**config.mk**
```make
export PLATFORM = sky130hd
export DESIGN_NAME = ccpo_queue
export DESIGN_NICKNAME = d
export VERILOG_FILES = /design/src/sv/ccpo_pkg.sv /design/src/sv/ccpo_queue.sv
export SDC_FILE = /design/constraint.sdc
export NUM_CORES = 1
export LEC_CHECK = 0
export BUFFER_PORTS_ARGS = -buffer_cell sky130_fd_sc_hd__buf_2
export CORE_MARGIN = 5
export CORE_UTILIZATION = 54
export CTS_CLUSTER_SIZE = 14
export DETAILED_ROUTE_END_ITERATION = 10
export GPL_TIMING_DRIVEN = 0
export HOLD_SLACK_MARGIN = 0.1
export PLACE_DENSITY = 0.8
export SLEW_MARGIN = 20
export SYNTH_ARGS = -nofsm -noshare
export SYNTH_HDL_FRONTEND = slang
export SYNTH_SLANG_ARGS = --single-unit
```
**constraint.sdc**
```tcl
create_clock -name clk -period 5.05 [get_ports clk]
set_input_delay 0.505 -clock clk [delete_from_list [all_inputs] [get_ports clk]]
set_output_delay 0.505 -clock clk [all_outputs]
set_load 0.005 [all_outputs]
```
**src/sv/ccpo_pkg.sv**
```systemverilog
package ccpo_pkg;

    // Lattice and field sizes.
    localparam int MAX_DIM  = 16;
    localparam int MIN_DIM  = 3;
    localparam int DIM_W    = 5;
    localparam int COORD_W  = $clog2(MAX_DIM);
    localparam int IDX_W    = 8;
    localparam int QUBIT_W  = 9;
    localparam int DELTA_W  = 7;
    localparam int STEP_CAP = 16;
    localparam int STEP_W   = $clog2(STEP_CAP);
    localparam int CFG_IDX_W = 1;

    // Configuration register indexes.
    localparam logic [CFG_IDX_W-1:0] CFG_ROW_COUNT = 1'd0;
    localparam logic [CFG_IDX_W-1:0] CFG_COL_COUNT = 1'd1;

    // Vertex colours.
    localparam logic [1:0] COLOR_0 = 2'd0;
    localparam logic [1:0] COLOR_1 = 2'd1;
    localparam logic [1:0] COLOR_2 = 2'd2;

    // Effective lattice size after clamping.
    typedef struct packed {
        logic [DIM_W-1:0] rows;
        logic [DIM_W-1:0] cols;
    } dims_t;

    // One walk job handed from the front to the walker.
    typedef struct packed {
        logic [COORD_W-1:0]        row;
        logic [COORD_W-1:0]        col;
        logic signed [DELTA_W-1:0] dr;
        logic signed [DELTA_W-1:0] dc;
    } job_t;

    typedef enum logic [1:0] {
        FR_IDLE,
        FR_DIV,
        FR_PUSH
    } front_state_t;

    // Clamp a configured size into the supported range.
    function automatic logic [DIM_W-1:0] clamp_dim(input logic [DIM_W-1:0] v);
        logic [DIM_W-1:0] res;
        if (v < DIM_W'(MIN_DIM))
        begin
            res = DIM_W'(MIN_DIM);
        end
        else if (v > DIM_W'(MAX_DIM))
        begin
            res = DIM_W'(MAX_DIM);
        end
        else
        begin
            res = v;
        end
        return res;
    endfunction

    // Remainder by three of a value below 32, through a reciprocal multiply.
    function automatic logic [1:0] mod3(input logic [COORD_W:0] s);
        logic [COORD_W+4:0] prod;
        logic [COORD_W-1:0] quo;
        logic [COORD_W+1:0] rem;
        prod = (COORD_W+5)'(s) * (COORD_W+5)'(11);
        quo  = prod[COORD_W+4:5];
        rem  = (COORD_W+2)'(s) - (COORD_W+2)'(quo) * (COORD_W+2)'(3);
        return rem[1:0];
    endfunction

endpackage

```
**src/sv/ccpo_queue.sv**
```systemverilog
module ccpo_queue import ccpo_pkg::*;
(
    input  logic clk,
    input  logic rst_n,
    input  logic push_valid,
    output logic push_ready,
    input  job_t push_data,
    output logic pop_valid,
    input  logic pop_ready,
    output job_t pop_data
);

    job_t       mem_reg [2];
    logic       wr_ptr_reg;
    logic       rd_ptr_reg;
    logic [1:0] count_reg;
    logic       do_push;
    logic       do_pop;

    // Two-entry job queue between the front and the walker.
    assign push_ready = count_reg != 2'd2;
    assign pop_valid  = count_reg != 2'd0;
    assign pop_data   = mem_reg[rd_ptr_reg];
    assign do_push    = push_valid && push_ready;
    assign do_pop     = pop_valid && pop_ready;

    always_ff @(posedge clk or negedge rst_n)
    begin
        if (!rst_n)
        begin
            wr_ptr_reg <= 1'b0;
            rd_ptr_reg <= 1'b0;
            count_reg  <= 2'd0;
        end
        else
        begin
            if (do_push)
            begin
                wr_ptr_reg <= ~wr_ptr_reg;
            end
            if (do_pop)
            begin
                rd_ptr_reg <= ~rd_ptr_reg;
            end
            if (do_push && !do_pop)
            begin
                count_reg <= count_reg + 2'd1;
            end
            else if (do_pop && !do_push)
            begin
                count_reg <= count_reg - 2'd1;
            end
        end
    end

    // Entry storage.
    always_ff @(posedge clk)
    begin
        if (do_push)
        begin
            mem_reg[wr_ptr_reg] <= push_data;
        end
    end

endmodule

```
==> results of run 1 <==
## kinds of logic (layout without fill, tap and decap cells)
logic type / count (synthesis) / count (layout)
flops: 48 / 48
mux: 22 / 22
simple gates: 7 / 7
xor+xnor: 5 / 5
buf+inv: 3 / 62
fa+ha+maj: 1 / 1
## power breakdown
part | internal (W) | switching [W] | total, W | leakage, nW
Sequential | 0.000547 | 0.0000355 | 0.000583 | 0.455
Combinational | 0.000198 | 0.000169 | 0.000367 | 0.351
Clock | 0.0000537 | 0.000103 | 0.000156 | 0.0269
Total | 0.000799 | 0.000307 | 0.00111 | 0.834
## layout by cell type, fill, tap and decap left out, types with 2 or more instances in the layout
cell type	instances
buf_2	49
edfxtp_1	44
mux2_2	22
clkbuf_4	5
dfrtp_1	4
xnor2_1	3
buf_6	2
xor2_1	2
clkbuf_1	2
## area by class of cell
| cell class | instances | area (sq um) |
|---|---|---|
| Fill cell | 230 | 938 |
| Tap cell | 44 | 55.1 |
| Multi-Input combinational cell | 35 | 343 |
| Clock inverter | 1 | 3.75 |
| Buffer | 2 | 22.5 |
| Timing Repair Buffer | 51 | 270 |
| Sequential cell | 48 | 1420 |
| Inverter | 1 | 3.75 |
| Clock buffer | 7 | 45.0 |
## routing by layer
metal	GRT usage	vias up
met3	0.0616	4
met4	0.0608	0
met2	0.238	43
met1	0.125	440
li1	-	446
met5	0	-
## what timing repair did
action                     4_1_cts  5_1_grt
setup buffers                    0        0
setup endpoints to repair        0        0
hold endpoints to repair         4        0
hold buffers                     1        0
## worst register-to-register path, delay by kind of cell (launching register included)
kind | cells | cell delay [ns]
simple gates | 2 | 1.02
flops | 1 | 0.42
## final timing paths
check,end,slack (ns)
worst max-delay path,pop_data[2],3.06
worst min-delay path,mem_reg[1][2]$_DFFE_PP_,0.34
worst max register to register,mem_reg[1][1]$_DFFE_PP_,3.24
worst min register to register,count_reg[1]$_DFFE_PN0P_,0.51
max in group asynchronous,count_reg[0]$_DFFE_PN0P_,4.45
min in group asynchronous,rd_ptr_reg$_DFFE_PN0P_,0.48
## stage by stage
| step | instance area, sq um | setup WS (ns) |
|---|---|---|
| floorplan | 1790 | 3.06 |
| global placement | 2090 | 2.57 |
| detailed placement | 2110 | 3.20 |
| CTS | 2160 | 3.02 |
| global route | 2160 | 2.95 |
| finish | 2160 | 3.06 |
==> results.py, run 1 <==
metrics = {
    "sta": {
        "finClkSkew_ns": 0.00445,
        "setup_violations": 0,
        "holdWs_ns": 0.345,
        "fmax_mhz": 502,
        "rsz0062_at_grt": "false",
        "setup-tns-final_ns": 0,
        "final.min_clock_period_ns": 1.99,
        "layout_worst_path_cycle_share": 0.395,
        "worst_slew_pin_slew_ns": 1.04,
        "max_slew_margin": 0.310,
        "hold_violations": 0,
        "finalMaxSlewViolations": 0,
    },
    "clock_tree": {
        "htree_levels": 2,
        "cts_tree": "done",
        "clockBufferDepth": 2,
        "ctsResizeCount": 0,
        "cts.sinks": 48,
        "cts_made_buffers": 5,
        "clock_latency_ns": 0.34,
        "clkTransAtPathRegs_ns": 0.12,
        "cts_root_buffer": "clkbuf_4",
    },
    "cells_and_area": {
        "antenna_cells": 0,
        "drive_above_1_share": 0.559,
        "utilization": 0.698,
        "largest_reg_flops": 44,
        "area_delta_synth_final_pct": 21.1,
        "final_nets": 171,
        "instances_no_fill": 189,
    },
    "logic_synthesis": {
        "ys_top_cells_by_count": "edfxtp_1 (44), mux2_2 (22), dfrtp_1 (4)",
        "synthDistinctLibCells": 14,
        "synth-edff-count": 44,
        "ys_ff_latch": 48,
        "synth-simple-area-share": 0.0203,
        "async_reset_ff_frac": 0.0833,
        "yosysMostFrequentCell": "edfxtp_1",
        "synthMuxAreaShare": 0.139,
        "synth_nets": 113,
        "synth_area_leader_cell": "edfxtp_1",
        "ys_seq_area_frac": 0.795,
        "netlist_top_cells_area": "edfxtp_1 (74%), mux2_2 (14%), dfrtp_1 (5.6%)",
        "synth_cells": 86,
        "synth_top_area_share": 0.739,
        "synth-xor-area-share": 0.0245,
        "synth_top_family_by_area": "multiplexers",
        "yosysWarnings": 0,
        "synthFlopType": "edfxtp_1",
        "synth_compound_area_frac": 0,
        "synthAdderAreaFrac": 0.00700,
        "avgSynthCellArea_sq_um": 20.8,
        "synthesis.area_sq_um": 1790,
    },
    "min_path": {
        "hold_class": "in2reg",
        "hold_depth": 1,
        "worstHoldStart": "push_data[2]",
    },
    "grt": {
        "grt_antenna_before_repair": 0,
        "grt_use_total": 0.132,
        "grt_pass1_vias": 979,
        "overflow": 0,
        "grt_max_degree": 23,
        "grt_pass1_wl_mm": 4.18,
    },
    "critical_path": {
        "cp-startpoint": "rd_ptr_reg$_DFFE_PN0P_",
        "cp-start-kind": "flop",
        "crit_buf_inv": 2,
        "critPathSlowestCell": "dfrtp_1",
        "worstPathArrival_ns": 1.49,
        "crit_path_end_kind": "output pin",
        "cp.depth": 3,
        "crit_path_cell_trace": "buf_6, mux2_2, buf_2",
        "crit_fanout": 10,
        "rr_worst_depth": 2,
        "critical_path_required_ns": 4.55,
        "crit_family": "flip-flops",
        "timing_worst_setup_path_type": "reg2out",
        "critPathMaxStageDelay_ns": 0.48,
        "reg2reg_from": "count_reg[0]$_DFFE_PN0P_",
    },
    "drt": {
        "m1WireLength_um": 996,
        "drtAntennaViolNets": 0,
        "routed.top_layer": "met4",
        "wl_met2_mm": 1.42,
        "met3WireLength_um": 266,
        "vias": 933,
        "firstDrtPassIters": 4,
        "drt-initial-drc-count": 39,
        "vias_per_cell": 4.94,
        "drc": 0,
        "wl_mm": 2.71,
        "wl_per_cell_um": 14.4,
    },
    "floorplanning": {
        "die_h_um": 67.5,
        "ios": 50,
        "dieArea_sq_um": 4560,
        "rows": 20,
        "dieWidth_um": 67.5,
        "core_area_sq_um": 3100,
        "start_util": 0.576,
    },
    "placement": {
        "portBuffers": 49,
        "hpwlAfterDp_mm": 1.92,
        "gp_congestion": 0.691,
        "dpl.cell_count": 180,
    },
    "pwr": {
        "ir_drop_v": 0.000291,
        "powerDensity_nw_per_um2": 511,
        "total_power_w": 0.00111,
        "leakagePower_nw": 0.834,
    },
    "status": {
        "status": "complete, no violations",
    },
    "job": {
        "cap_viol_max_count": 0,
    },
}
No activity file was read; power rests on OpenSTA's default activity.
==> run 2: changes to the inputs <==
ABC_AREA = 1   (was default)
CORE_UTILIZATION = 51   (was 54)
PLACE_DENSITY = 0.76   (was 0.8)
clock period = 2.07 ns   (was 5.05 ns; I/O delays follow)
==> results.py, run 2 <==
metrics = {
    "status": {
        "status": "complete, no violations",
    },
    "drt": {
        "vias": 1277,
        "firstDrtPassIters": 4,
        "drc": 0,
        "drtAntennaViolNets": 0,
        "drt-initial-drc-count": 30,
        "vias_per_cell": 4.71,
        "wl_per_cell_um": 13.1,
        "wl_mm": 3.55,
    },
    "clock_tree": {
        "clkTransAtPathRegs_ns": 0.12,
        "cts.sinks": 48,
        "cts_setup_buffers": 0,
        "htree_levels": 2,
        "clockBufferDepth": 2,
        "cts_made_buffers": 5,
        "clock_latency_ns": 0.34,
        "cts_root_buffer": "clkbuf_4",
        "cts_tree": "done",
    },
    "grt": {
        "grt_use_total": 0.157,
        "grt_pass1_wl_mm": 5.93,
        "overflow": 0,
        "grt_max_degree": 15,
        "grt_pass1_vias": 1331,
        "grt_antenna_before_repair": 0,
    },
    "min_path": {
        "hold_class": "in2async",
    },
    "sta": {
        "setup_slack_ns": 0.282,
        "finalMaxSlewViolations": 0,
        "worst_slew_pin_slew_ns": 0.635,
        "fmax_mhz": 559,
        "setup_violations": 0,
        "max_slew_margin": 0.576,
        "holdWs_ns": 0.180,
        "final.min_clock_period_ns": 1.79,
        "rsz0062_at_grt": "false",
        "hold_violations": 0,
        "layout_worst_path_cycle_share": 0.864,
        "finClkSkew_ns": 0.00180,
    },
    "cells_and_area": {
        "largest_reg_flops": 44,
        "final_cell_mix": "nand2_1 (76), buf_2 (49), edfxtp_1 (44), dlygate4sd3_1 (24), inv_1 (6)",
        "final_nets": 252,
        "antenna_cells": 0,
        "layout_commonest_cell": "nand2_1",
        "utilization": 0.721,
        "final_area_sq_um": 2440,
        "area_delta_synth_final_pct": 34.0,
        "fill_cells": 237,
        "drive_above_1_share": 0.284,
    },
    "logic_synthesis": {
        "yosysMostFrequentCell": "nand2_1",
        "synth_top_area_share": 0.724,
        "synth_area_leader_cell": "edfxtp_1",
        "synthDistinctLibCells": 13,
        "async_reset_ff_frac": 0.0833,
        "synth_cells": 143,
        "ys_ff_latch": 48,
        "netlist_top_cells_area": "edfxtp_1 (72%), nand2_1 (16%), dfrtp_1 (5.5%)",
        "ys_seq_area_frac": 0.779,
        "synth-edff-count": 44,
        "yosysWarnings": 0,
        "synthesis.area_sq_um": 1820,
        "ys_top_cells_by_count": "nand2_1 (76), edfxtp_1 (44), inv_1 (6)",
        "synth_nets": 170,
        "avgSynthCellArea_sq_um": 12.8,
        "synthFlopType": "edfxtp_1",
    },
    "floorplanning": {
        "start_util": 0.538,
        "dieWidth_um": 69.8,
        "core_area_sq_um": 3390,
        "die_h_um": 69.8,
        "rows": 21,
        "dieArea_sq_um": 4870,
        "ios": 50,
    },
    "pwr": {
        "ir_drop_v": 0.000898,
        "leakagePower_nw": 1.09,
        "powerDensity_nw_per_um2": 1180,
    },
    "placement": {
        "portBuffers": 49,
        "place_ws_ns": 0.291,
        "hpwlAfterDp_mm": 2.47,
        "gp_congestion": 0.679,
        "postPlaceCellArea_sq_um": 2160,
    },
    "critical_path": {
        "worstPathArrival_ns": 1.85,
        "rrSetupSlack_ns": 0.28,
        "timing_worst_setup_path_type": "reg2reg",
        "crit_path_end_kind": "flop",
        "cp-start-kind": "flop",
        "crit_fanout": 12,
        "critical_path_required_ns": 2.13,
    },
    "job": {
        "cap_viol_max_count": 0,
    },
}
-- run 2: per-layer routing --
| layer | track usage | part of all wire | routed length [um] | vias up |
|---|---|---|---|---|
| met5 | 0 | 0 | 0 | - |
| met4 | 0.0638 | 0.023 | 83 | 0 |
| met3 | 0.0580 | 0.066 | 234 | 8 |
| met2 | 0.283 | 0.53 | 1890 | 42 |
| met1 | 0.164 | 0.38 | 1340 | 595 |
| li1 | - | - | - | 632 |
-- run 2: area by class of cell --
cell class              instances  area (sq um)  area share
clock buffers                   6          41.3      0.0169
well taps                      46          57.6      0.0235
flip-flops and latches         48          1420       0.581
repair buffers                 75           512       0.209
multi-input cells              84           344       0.141
plain buffers                   4          37.5      0.0154
inverters                       7          26.3      0.0107
clock inverters                 1          5.00     0.00205
-- run 2: metrics by stage --
step / std cells / TNS, ns / total power (W)
detailed placement: 240 / 0 / 0.00250
finish: 271 / 0 / 0.00288
floorplan: 143 / 0 / 0.00202
global placement: 238 / -14.03 / 0.00240
global route: 271 / 0 / 0.00309
CTS: 271 / 0 / 0.00291
-- run 2: cell families (layout without fill, tap and decap cells) --
| kind of cell | after synthesis | after routing | synth area share |
|---|---|---|---|
| buffers and inverters | 11 | 93 | 0.0350 |
| XOR/XNOR | 2 | 2 | 0.00960 |
| adder cells (fa/ha/maj) | 1 | 1 | 0.00686 |
| AND/OR/NAND/NOR | 81 | 81 | 0.169 |
| flip-flops | 48 | 48 | 0.779 |
-- run 2: repair_timing --
action | 4_1_cts | 5_1_grt
gates resized for setup | 0 | 0
hold endpoints to repair | 49 | 0
hold buffers | 24 | 0
-- run 2: worst max-delay path: stages (launching register included) --
cell and delay (ns):
dfrtp_1 0.41, inv_1 0.09, nand2_1 0.10, nand2_1 0.14, nor2_2 0.53, buf_6 0.25
-- run 2: power breakdown --
| group | switching, W | total [W] | internal, W |
|---|---|---|---|
| logic | 0.000627 | 0.00108 | 0.000456 |
| clock network | 0.000254 | 0.000380 | 0.000126 |
| registers | 0.0000847 | 0.00142 | 0.00133 |
-- run 2: path summary, 6_finish.rpt --
| path | start | depth (start not counted) | to |
|---|---|---|---|
| min in group clk | push_valid | 3 | wr_ptr_reg$_DFFE_PN0P_ |
| max in group asynchronous | rst_n | 2 | count_reg[0]$_DFFE_PN0P_ |
| worst max register to register | count_reg[0]$_DFFE_PN0P_ | 5 | mem_reg[0][16]$_DFFE_PP_ |
| worst min register to register | count_reg[0]$_DFFE_PN0P_ | 1 | count_reg[0]$_DFFE_PN0P_ |
| worst min-delay path | rst_n | 2 | count_reg[1]$_DFFE_PN0P_ |
| worst max-delay path | count_reg[0]$_DFFE_PN0P_ | 5 | mem_reg[0][16]$_DFFE_PP_ |
==> run 3: changes to the inputs <==
ABC_AREA = default   (was 1)
BUFFER_PORTS_ARGS = default   (was -buffer_cell sky130_fd_sc_hd__buf_2)
CORE_UTILIZATION = 57   (was 51)
DONT_BUFFER_PORTS = 1   (was default)
PLACE_DENSITY = 0.7   (was 0.76)
==> results.py, run 3 (synthesis gave the netlist of run 1 again) <==
metrics = {
    "placement": {
        "hpwlAfterDp_mm": 1.89,
        "gp_congestion": 0.653,
        "portBuffers": 0,
        "postPlaceCellArea_sq_um": 1860,
    },
    "drt": {
        "wl_mm": 2.82,
        "wl_met2_mm": 1.55,
        "m1WireLength_um": 995,
        "wl_per_cell_um": 17.3,
        "drt-initial-drc-count": 19,
        "drtAntennaViolNets": 0,
        "vias": 858,
        "met3WireLength_um": 224,
        "drc": 0,
        "firstDrtPassIters": 3,
        "vias_per_cell": 5.26,
        "routed.top_layer": "met4",
    },
    "floorplanning": {
        "core_area_sq_um": 3030,
        "rows": 20,
        "dieArea_sq_um": 4360,
        "dieWidth_um": 66.0,
        "ios": 50,
        "die_h_um": 66.0,
        "start_util": 0.590,
    },
    "sta": {
        "setup_violations": 0,
        "final.min_clock_period_ns": 1.85,
        "hold_violations": 0,
        "setup-tns-final_ns": 0,
        "rsz0062_at_grt": "false",
        "holdWs_ns": 0.116,
        "finClkSkew_ns": 0.00751,
        "layout_worst_path_cycle_share": 0.896,
        "fmax_mhz": 539,
        "worst_slew_pin_slew_ns": 1.01,
        "max_slew_margin": 0.329,
        "finalMaxSlewViolations": 0,
    },
    "cells_and_area": {
        "final_nets": 146,
        "final_area_sq_um": 2160,
        "largest_reg_flops": 44,
        "drive_above_1_share": 0.269,
        "multiInputGateArea_sq_um": 343,
        "seqCellArea_sq_um": 1420,
        "area_delta_synth_final_pct": 20.6,
        "final_cell_mix": "edfxtp_1 (44), dlygate4sd3_1 (25), mux2_2 (22), clkbuf_4 (5), dfrtp_1 (4)",
        "antenna_cells": 0,
        "layout_commonest_cell": "edfxtp_1",
        "utilization": 0.712,
        "fill_cells": 204,
    },
    "min_path": {
        "hold_class": "in2async",
    },
    "grt": {
        "grt_antenna_before_repair": 0,
        "grt_max_degree": 23,
        "grt_use_total": 0.147,
        "grt_pass1_wl_mm": 4.51,
        "overflow": 0,
        "grt_pass1_vias": 955,
    },
    "clock_tree": {
        "cts_tree": "done",
        "clockBufferDepth": 2,
        "clkTransAtPathRegs_ns": 0.12,
        "ctsResizeCount": 0,
        "clock_latency_ns": 0.34,
        "htree_levels": 2,
        "cts.sinks": 48,
        "cts_root_buffer": "clkbuf_4",
        "cts_made_buffers": 5,
    },
    "critical_path": {
        "critical_path_required_ns": 2.04,
        "crit_path_end_kind": "flop",
        "crit_fanout": 22,
        "timing_worst_setup_path_type": "reg2reg",
        "cp-start-kind": "flop",
        "rr_worst_depth": 2,
        "worstPathArrival_ns": 1.83,
    },
    "pwr": {
        "swShare": 0.284,
        "seq_power_share": 0.560,
        "leakagePower_nw": 0.742,
        "combPwrFrac": 0.293,
        "internal_power_w": 0.00182,
        "powerDensity_nw_per_um2": 1180,
        "total_power_w": 0.00255,
        "ir_drop_v": 0.000927,
        "clkPwrFrac": 0.147,
        "netSwitchingPower_w": 0.000724,
    },
    "status": {
        "status": "complete, no violations",
    },
    "job": {
        "cap_viol_max_count": 0,
    },
}
run 3: cell count changes in the layout (fill, tap and decap cells not counted), moves of 5 or more:
| cell | change |
|---|---|
| inv_1 | -5 |
| mux2_2 | +22 |
| nand2_1 | -75 |
| buf_2 | -49 |
run 3: final cells by class:
cell class              count  area share
plain buffers               2      0.0104
clock buffers               5      0.0174
clock inverters             2     0.00348
inverters                   1     0.00174
multi-input cells          35       0.159
flip-flops and latches     48       0.659
well taps                  44      0.0255
repair buffers             26       0.123
run 3: final timing paths:
kind | startpoint | end | slack, ns
min | rst_n | count_reg[0]$_DFFE_PN0P_ | 0.12
min reg2reg | count_reg[1]$_DFFE_PN0P_ | count_reg[1]$_DFFE_PN0P_ | 0.51
max reg2reg | count_reg[0]$_DFFE_PN0P_ | mem_reg[1][9]$_DFFE_PP_ | 0.22
min in group clk | push_data[7] | mem_reg[0][7]$_DFFE_PP_ | 0.51
max in group asynchronous | rst_n | wr_ptr_reg$_DFFE_PN0P_ | 1.79
max | count_reg[0]$_DFFE_PN0P_ | mem_reg[1][9]$_DFFE_PP_ | 0.22
run 3: what timing repair did:
| item | CTS | global route |
|---|---|---|
| setup buffers | 0 | 0 |
| hold endpoints to repair | 50 | 0 |
| hold buffers | 25 | 0 |
run 3: critical path, stage by stage, from the launching register on:
cell and delay [ns]:
dfrtp_1 0.43, nand2b_1 0.20, and3_1 0.85
run 3: power groups by stage:
stage / Clock (W) / Combinational, W / Sequential, W
floorplan: 0 / 0.000571 / 0.00142
global placement: 0 / 0.000682 / 0.00144
detailed placement: 0 / 0.000719 / 0.00145
CTS: 0.000387 / 0.000770 / 0.00143
global route: 0.000438 / 0.000821 / 0.00145
finish: 0.000374 / 0.000746 / 0.00143
run 3: through the flow:
stage / setup slack, ns / instances
after floorplan: 0.0781 / 86
after global placement: -0.431 / 130
after detailed placement: 0.202 / 131
after CTS: 0.175 / 163
after global routing: 0.0960 / 163
final: 0.215 / 163
run 3: routing by layer:
| layer | global-route usage | up-vias |
|---|---|---|
| met5 | 0 | - |
| met4 | 0.0533 | 0 |
| met3 | 0.0697 | 6 |
| met2 | 0.277 | 31 |
| met1 | 0.136 | 427 |
| li1 | - | 394 |
